===== src/hw/rtl/wfd_pkg.sv =====
// Package for the WebSocket frame decoder: transaction types, parse phases
// and header constants; every module of the block imports it.
// Depends on nothing.
package wfd_pkg;

  // One received byte of the frame stream.
  typedef struct packed {
    logic [7:0] in_byte;
    logic       buffer_end;
  } wfd_in_t;

  // One decoded result.
  typedef struct packed {
    logic [7:0] out_byte;
    logic       has_data;
    logic       frame_end;
    logic       fin;
    logic [3:0] frame_opcode;
    logic       truncated;
  } wfd_out_t;

  // Parse phases, one-hot.
  typedef enum logic [4:0] {
    PH_HDR0    = 5'b00001,
    PH_HDR1    = 5'b00010,
    PH_EXTLEN  = 5'b00100,
    PH_KEY     = 5'b01000,
    PH_PAYLOAD = 5'b10000
  } wfd_phase_t;

  localparam logic [6:0] LEN_EXT16 = 7'd126;
  localparam logic [6:0] LEN_EXT64 = 7'd127;
  localparam logic [3:0] EXT16_BYTES = 4'd2;
  localparam logic [3:0] EXT64_BYTES = 4'd8;
  localparam logic [3:0] KEY_BYTES   = 4'd4;

endpackage


===== src/hw/rtl/wfd_in_reg.sv =====
// Input register of the WebSocket frame decoder: holds one received byte
// until the parser steps on it. Depends on wfd_pkg.
module wfd_in_reg
  import wfd_pkg::*;
(
  input  logic    clk,
  input  logic    rst,
  input  logic    item_valid,
  output logic    item_ready,
  input  wfd_in_t item,
  input  logic    take,
  output logic    q_valid,
  output wfd_in_t q_item
);

  // The register can load whenever it is empty or its content leaves now.
  assign item_ready = !q_valid || take;

  always_ff @(posedge clk) begin
    if (rst) begin
      q_valid <= 1'b0;
    end else if (item_ready) begin
      q_valid <= item_valid;
    end
  end

  always_ff @(posedge clk) begin
    if (item_valid && item_ready) begin
      q_item <= item;
    end
  end

endmodule


===== src/hw/rtl/wfd_parser.sv =====
// Frame parser of the WebSocket frame decoder: parse state registers and the
// single-pass step logic that turns one byte into at most one result.
// Depends on wfd_pkg.
module wfd_parser
  import wfd_pkg::*;
(
  input  logic     clk,
  input  logic     rst,
  input  logic     step,
  input  wfd_in_t  item,
  output logic     emit,
  output wfd_out_t res
);

  wfd_phase_t  phase, phase_next;
  logic        fin_flag, fin_flag_next;
  logic [3:0]  opcode, opcode_next;
  logic        masked, masked_next;
  logic [3:0]  hdr_left, hdr_left_next;
  logic [63:0] payload_left, payload_left_next;
  logic [31:0] mask_key, mask_key_next;
  logic [1:0]  key_pos, key_pos_next;

  logic [7:0]  b;
  logic [6:0]  len7;
  logic [7:0]  key_byte;
  logic        data;
  logic        frame_end;
  logic        trunc;
  logic [7:0]  obyte;

  assign b    = item.in_byte;
  assign len7 = b[6:0];

  always_comb begin
    case (key_pos)
      2'd0:    key_byte = mask_key[31:24];
      2'd1:    key_byte = mask_key[23:16];
      2'd2:    key_byte = mask_key[15:8];
      default: key_byte = mask_key[7:0];
    endcase
  end

  always_comb begin
    phase_next        = phase;
    fin_flag_next     = fin_flag;
    opcode_next       = opcode;
    masked_next       = masked;
    hdr_left_next     = hdr_left;
    payload_left_next = payload_left;
    mask_key_next     = mask_key;
    key_pos_next      = key_pos;
    data              = 1'b0;
    frame_end         = 1'b0;
    obyte             = 8'd0;

    unique case (phase)
      PH_HDR1: begin
        masked_next       = b[7];
        payload_left_next = 64'd0;
        if (len7 == LEN_EXT16) begin
          phase_next    = PH_EXTLEN;
          hdr_left_next = EXT16_BYTES;
        end else if (len7 == LEN_EXT64) begin
          phase_next    = PH_EXTLEN;
          hdr_left_next = EXT64_BYTES;
        end else begin
          payload_left_next = {57'd0, len7};
          if (b[7]) begin
            phase_next    = PH_KEY;
            hdr_left_next = KEY_BYTES;
          end else begin
            key_pos_next = 2'd0;
            if (len7 == 7'd0) begin
              phase_next = PH_HDR0;
              frame_end  = 1'b1;
            end else begin
              phase_next = PH_PAYLOAD;
            end
          end
        end
      end
      PH_EXTLEN: begin
        payload_left_next = {payload_left[55:0], b};
        hdr_left_next     = hdr_left - 4'd1;
        if (hdr_left_next == 4'd0) begin
          if (masked) begin
            phase_next    = PH_KEY;
            hdr_left_next = KEY_BYTES;
          end else begin
            key_pos_next = 2'd0;
            if (payload_left_next == 64'd0) begin
              phase_next = PH_HDR0;
              frame_end  = 1'b1;
            end else begin
              phase_next = PH_PAYLOAD;
            end
          end
        end
      end
      PH_KEY: begin
        mask_key_next = {mask_key[23:0], b};
        hdr_left_next = hdr_left - 4'd1;
        if (hdr_left_next == 4'd0) begin
          key_pos_next = 2'd0;
          if (payload_left == 64'd0) begin
            phase_next = PH_HDR0;
            frame_end  = 1'b1;
          end else begin
            phase_next = PH_PAYLOAD;
          end
        end
      end
      PH_PAYLOAD: begin
        obyte             = masked ? (b ^ key_byte) : b;
        key_pos_next      = key_pos + 2'd1;
        payload_left_next = payload_left - 64'd1;
        data              = 1'b1;
        if (payload_left_next == 64'd0) begin
          frame_end  = 1'b1;
          phase_next = PH_HDR0;
        end
      end
      default: begin
        // First header byte, and any phase code that means nothing.
        fin_flag_next     = b[7];
        opcode_next       = b[3:0];
        masked_next       = 1'b0;
        payload_left_next = 64'd0;
        mask_key_next     = 32'd0;
        key_pos_next      = 2'd0;
        hdr_left_next     = 4'd0;
        phase_next        = PH_HDR1;
      end
    endcase

    // The buffer ended before the frame did: report and drop the frame.
    trunc = item.buffer_end && !frame_end;
    if (trunc) begin
      phase_next        = PH_HDR0;
      hdr_left_next     = 4'd0;
      payload_left_next = 64'd0;
      key_pos_next      = 2'd0;
    end
  end

  assign emit = data || frame_end || trunc;

  always_comb begin
    res.out_byte     = obyte;
    res.has_data     = data;
    res.frame_end    = frame_end;
    res.fin          = fin_flag_next;
    res.frame_opcode = opcode_next;
    res.truncated    = trunc;
  end

  always_ff @(posedge clk) begin
    if (rst) begin
      phase        <= PH_HDR0;
      fin_flag     <= 1'b0;
      opcode       <= 4'd0;
      masked       <= 1'b0;
      hdr_left     <= 4'd0;
      payload_left <= 64'd0;
      mask_key     <= 32'd0;
      key_pos      <= 2'd0;
    end else if (step) begin
      phase        <= phase_next;
      fin_flag     <= fin_flag_next;
      opcode       <= opcode_next;
      masked       <= masked_next;
      hdr_left     <= hdr_left_next;
      payload_left <= payload_left_next;
      mask_key     <= mask_key_next;
      key_pos      <= key_pos_next;
    end
  end

`ifndef SYNTHESIS
  // A payload byte always produces a result.
  a_payload_emits: assert property (@(posedge clk) disable iff (rst)
    step && (phase == PH_PAYLOAD) |-> emit && res.has_data)
    else $error("payload byte gave no data result");

  // Data results come only from the payload phase.
  a_data_in_payload: assert property (@(posedge clk) disable iff (rst)
    step && res.has_data |-> (phase == PH_PAYLOAD))
    else $error("data result outside payload phase");

  // After a frame ends or is dropped, the next byte is a first header byte.
  a_back_to_idle: assert property (@(posedge clk) disable iff (rst)
    step && (res.frame_end || res.truncated) |=> (phase == PH_HDR0))
    else $error("parser did not return to idle after frame end");
`endif

endmodule


===== src/hw/rtl/wfd_out_reg.sv =====
// Result register of the WebSocket frame decoder: holds one result until
// the consumer takes it. Depends on wfd_pkg.
module wfd_out_reg
  import wfd_pkg::*;
(
  input  logic     clk,
  input  logic     rst,
  input  logic     load,
  input  wfd_out_t d,
  output logic     can_take,
  output logic     result_valid,
  input  logic     result_ready,
  output wfd_out_t result
);

  assign can_take = !result_valid || result_ready;

  always_ff @(posedge clk) begin
    if (rst) begin
      result_valid <= 1'b0;
    end else if (can_take) begin
      result_valid <= load;
    end
  end

  always_ff @(posedge clk) begin
    if (load && can_take) begin
      result <= d;
    end
  end

endmodule


===== src/hw/rtl/websocket_frame_decoder_top.sv =====
// Top level of the WebSocket frame decoder: input register, frame parser and
// result register. Depends on wfd_pkg, wfd_in_reg, wfd_parser, wfd_out_reg.
//
//   Channel   Direction   Handshake                    Payload
//   item      in          item_valid / item_ready      wfd_in_t  (byte, buffer end)
//   result    out         result_valid / result_ready  wfd_out_t (byte, flags, header)
//
// The block takes one byte per clock cycle for as long as results are taken.
// A byte is registered in the input register on acceptance, parsed once the result
// register has room, and its result, if any, is registered in the result register.
// The throughput limit is the parser step itself: one byte per cycle, as long as the
// result register has room.
// Reset is synchronous and clears the parse state at once; no clearing pass.
// When the result register is held, one further byte still enters the input
// register; the parser stalls until the held result is taken.
module websocket_frame_decoder_top
  import wfd_pkg::*;
(
  input  logic     clk,
  input  logic     rst,
  input  logic     item_valid,
  output logic     item_ready,
  input  wfd_in_t  item,
  output logic     result_valid,
  input  logic     result_ready,
  output wfd_out_t result
);

  logic     q_valid;
  wfd_in_t  q_item;
  logic     step;
  logic     emit;
  wfd_out_t res;
  logic     can_take;

  // The parser steps on a registered byte whenever the result register has
  // room, so a byte never has to wait for a decision on whether it emits.
  assign step = q_valid && can_take;

  wfd_in_reg u_in_reg (
    .clk        (clk),
    .rst        (rst),
    .item_valid (item_valid),
    .item_ready (item_ready),
    .item       (item),
    .take       (step),
    .q_valid    (q_valid),
    .q_item     (q_item)
  );

  wfd_parser u_parser (
    .clk  (clk),
    .rst  (rst),
    .step (step),
    .item (q_item),
    .emit (emit),
    .res  (res)
  );

  wfd_out_reg u_out_reg (
    .clk          (clk),
    .rst          (rst),
    .load         (step && emit),
    .d            (res),
    .can_take     (can_take),
    .result_valid (result_valid),
    .result_ready (result_ready),
    .result       (result)
  );

`ifndef SYNTHESIS
  // A stalled input side means a byte is already waiting in the input register.
  a_stall_means_full: assert property (@(posedge clk) disable iff (rst)
    !item_ready |-> q_valid)
    else $error("input stalled with empty input register");

  // A truncated result never also closes the frame normally.
  a_trunc_not_end: assert property (@(posedge clk) disable iff (rst)
    step && emit && res.truncated |-> !res.frame_end)
    else $error("result marked both truncated and frame end");

  // Every parser step that emits lands in the result register.
  a_result_lands: assert property (@(posedge clk) disable iff (rst)
    step && emit |=> result_valid)
    else $error("emitted result was lost");
`endif

endmodule


===== config.mk =====
export PLATFORM = sky130hd
export DESIGN_NAME = websocket_frame_decoder_top
export DESIGN_NICKNAME = d
export VERILOG_FILES = /design/src/hw/rtl/wfd_pkg.sv /design/src/hw/rtl/wfd_in_reg.sv /design/src/hw/rtl/wfd_parser.sv /design/src/hw/rtl/wfd_out_reg.sv /design/src/hw/rtl/websocket_frame_decoder_top.sv
export SDC_FILE = /design/constraint.sdc
export NUM_CORES = 1
export LEC_CHECK = 0
export CAP_MARGIN = 40
export CORE_MARGIN = 5
export CORE_UTILIZATION = 44
export DETAILED_ROUTE_END_ITERATION = 10
export DONT_BUFFER_PORTS = 1
export HOLD_SLACK_MARGIN = 0.12
export SKIP_CTS_REPAIR_TIMING = 1
export SYNTH_ARGS = -nofsm -noshare
export SYNTH_HDL_FRONTEND = slang
export SYNTH_SLANG_ARGS = --single-unit

===== constraint.sdc =====
create_clock -name clk -period 11.77 [get_ports clk]
set_input_delay 1.177 -clock clk [delete_from_list [all_inputs] [get_ports clk]]
set_output_delay 1.177 -clock clk [all_outputs]
set_load 0.005 [all_outputs]

==> key figures <==
Power and ir drop
  • Pleak: 3.37 nW
  • P_int: 826 uW
  • Switching share of power: 0.245
  • Switching power: 268 uW
  • Maximum vdd drop: 0.0918 mV
  • Clock power frac: 0.509
  • Comb pwr share: 0.033
  • Pwr per Cell Area: 123 nW/um^2
  • Register share of total power: 0.458

STA
  • Max Fclk: 0.189 GHz
  • Tmin final: 5290 ps
  • RSZ-0062 raised after global routing: no
  • Final Hold Fails: 0
  • Final Slew Violations: 0
  • Worst slew pin tran: 892 ps
  • Final setup margin: 6480 ps
  • Clock Skew: 9.39 ps
  • Tcrit/Tclk final: 0.449
  • Fin Setup TNS: 0 ps
  • Final setup violation count: 0
  • Relative max-transition margin: 0.401

Critical path
  • Most frequent CP cell: nand4_1
  • Worst setup SP type: flip-flop
  • Crit-path max FO: 13
  • Top delay family on crit path: simple AND/OR/NAND/NOR gates
  • CP required: between 10000 and 15000 ps
  • Critical path, cell by cell: inv_1 > ha_1 > nor4b_1 > nand4_1 > nor3_1 > and4_1 > o21ai_0 > nor4_1 > nand4_1 > nand2_1 > nand3_1 > o41ai_1
  • Buf/Inv on CP: 1
  • Critical Path Slowest Stage Cell: nor3_1
  • Critical Path AT: approximately 5600 ps
  • Worst R2R Setup Slack: approximately 6500 ps
  • Crit-path max cell delay: 660 ps
  • WS Path Type: flip-flop to flip-flop
  • Crit. End Element: flip-flop
  • RR Startpoint: u_parser.payload_left[1]
  • Reg2reg path depth: 12
  • RR Endpoint: u_parser.phase[1]

Logic synthesis
  • Syn nets: ~1100
  • Number of flops mapped to enable cells by yosys: 25
  • Synth warn: 0
  • Post-Synthesis Cells: 1037
  • Synth Register Bits: 140
  • Mapped Avg Cell Area: 7.98 um^2
  • Post-synth cell types: 62
  • Top_reg_cell synth: dfxtp_1
  • Post-synth ARST share: 0
  • Register area share after synthesis: 0.369
  • Synthesized area: 8280 um^2

Status
  • Status: finished clean

Route
  • DR vias: roughly 7900
  • DR iter-0 viols: 840
  • DRC violations left: 0
  • Total Wirelength: ~26000 um
  • Drt via density: 6.44
  • Drt pass-1 iters: 6
  • Routed WL per cell: 21.1 um
  • Final ANT Viol Nets: 0

Global routing
  • Overall routing resource usage: 0.237
  • First-pass GRT wire length: 41700 um
  • Gr ovfl total: 0
  • Vias in the first global route: 7466
  • Initial antenna violation count: 0
  • Largest net degree at the start of global routing: a little under 80

Worst hold path
  • Worst min path class: flip-flop to flip-flop
  • HP Start: u_parser.mask_key[27]
  • WHS Endpoint: u_parser.mask_key[27]
  • WHS Path Cells: 2

Placed design
  • Routability Congestion: 0.963
  • Worst slack at placement: approximately 6700 ps
  • I/O Buffers: 0
  • Final HPWL DP: 17300 um
  • DP Area: 8290 um^2

Layout
  • Commonest non-fill, non-tap cell in the layout: nand2_1
  • Share of cells above drive strength 1: 0.0658
  • Commonest non-fill, non-tap cells in the layout: nand2_1, dfxtp_1, nor2_1
  • Post-layout util: 0.477
  • Ant. Diodes: 0
  • Nets: 996
  • Area added between synthesis and finish: 7.47%
  • Non-Filler Cell Area, Final: 8890 um^2

Clock tree
  • Clock Pin Slew Worst Setup and Hold Paths: roughly 70 ps
  • Worst-Skew Late Latency: approximately 440 ps
  • CTS tree: built
  • Htree depth: 4
  • Clock Root Buffer: clkbuf_16
  • Num Clock Sinks: 140
  • Maximum root-to-sink buffer count: 2
  • Cts bufs inserted: 17

Die
  • Core Region: 18600 um^2
  • I/O Pins: 31
  • Die height: 147 um
  • FP Rows: 50
  • Initial Utilization: 0.444
  • Die area: between 20000 and 25000 um^2
  • Die Wd: about 150 um

Run
  • Max-cap violation count: 0
-- worst max-delay path by stage --
| stage | startpoint | depth (start not counted) | to | slack (ps) |
|---|---|---|---|---|
| floorplan | u_parser.payload_left[10] | 15 | u_parser.payload_left[9] | 8040 |
| global placement | u_parser.payload_left[1] | 12 | u_parser.phase[1] | 6910 |
| detailed placement | u_parser.payload_left[1] | 12 | u_parser.phase[1] | 6750 |
| CTS | u_parser.payload_left[1] | 12 | u_parser.phase[1] | 6640 |
| global route | u_parser.payload_left[1] | 12 | u_parser.payload_left[52] | 5920 |
| finish | u_parser.payload_left[1] | 12 | u_parser.phase[1] | 6480 |
-- stage by stage --
step	power, mW	cells	hold slack, ps
finish	1.09	1222	447
global route	1.12	1222	474
CTS	1.10	1222	446
detailed placement	0.547	1190	437
global placement	0.547	1189	432
floorplan	0.539	1037	431
-- power by group through the flow --
stage               sequential, mW  combinational [mW]  clock [mW]
floorplan                    0.507              0.0315           0
global placement             0.511              0.0360           0
detailed placement           0.511              0.0362           0
CTS                          0.500              0.0365       0.564
global route                 0.501              0.0401       0.584
finish                       0.500              0.0364       0.557
-- cell families (layout without fill, tap and decap cells) --
kind of cell / count (synthesis) / count (layout) / share of synthesized area
flip-flops: 140 / 140 / 0.369
XOR/XNOR: 60 / 60 / 0.0635
AO/OA/AOI/OAI: 255 / 255 / 0.212
multiplexers: 6 / 6 / 0.00801
AND/OR/NAND/NOR: 455 / 455 / 0.280
adder cells (fa/ha/maj): 8 / 8 / 0.0121
buffers and inverters: 113 / 64 / 0.0547
-- tightest hold or removal path: stages, from the launching register on --
cell     delay, ps
dfxtp_1        310
nand2_1         50
a21oi_1         50
-- layout make-up --
| cell class | instances | area (um^2) |
|---|---|---|
| Clock buffer | 20 | 479 |
| Clock inverter | 12 | 124 |
| Fill cell | 1811 | 9750 |
| Inverter | 21 | 78.8 |
| Multi-Input combinational cell | 784 | 4790 |
| Sequential cell | 140 | 3050 |
| Tap cell | 234 | 293 |
| Timing Repair Buffer | 11 | 80.1 |
-- flip-flops by register name (all words and copies together) (netlist names) --
signal                  cells
u_parser.key_pos            2
u_out_reg.result           16
u_parser.fin_flag           1
u_out_reg.result_valid      1
u_parser.hdr_left           4
u_in_reg.q_item             9
u_parser.phase              5
u_parser.mask_key          32
u_in_reg.q_valid            1
u_parser.masked             1
u_parser.payload_left      64
u_parser.opcode             4
-- metal layers --
layer	wire (um)	vias up	track usage	share of wire
li1	-	3713	-	-
met1	11500	3767	0.331	0.45
met2	11700	329	0.363	0.46
met3	1920	61	0.0512	0.074
met4	622	0	0.0806	0.024
met5	0	-	0	0
-- cells in the mapped netlist (8+ instances only) --
master	number	area (um^2)
or4_1	15	113
nor3_1	53	265
xnor2_1	31	272
a31oi_1	9	56.3
nand2b_1	14	87.6
o32ai_1	12	105
nand4_1	23	144
and2_1	8	50.1
o21ai_0	58	290
a222oi_1	8	80.1
nor2_1	67	251
or3_1	14	87.6
xor2_1	29	254
clkbuf_1	77	289
buf_2	11	55.1
ha_1	8	100
nand3_1	53	265
nor4_1	32	200
dfxtp_1	115	2300
o31ai_1	15	113
a22o_1	53	464
a21oi_1	48	240
edfxtp_1	25	751
nand2_1	132	495
and4_1	8	70.1
inv_1	21	78.8
No activity file was read; power rests on OpenSTA's default activity.
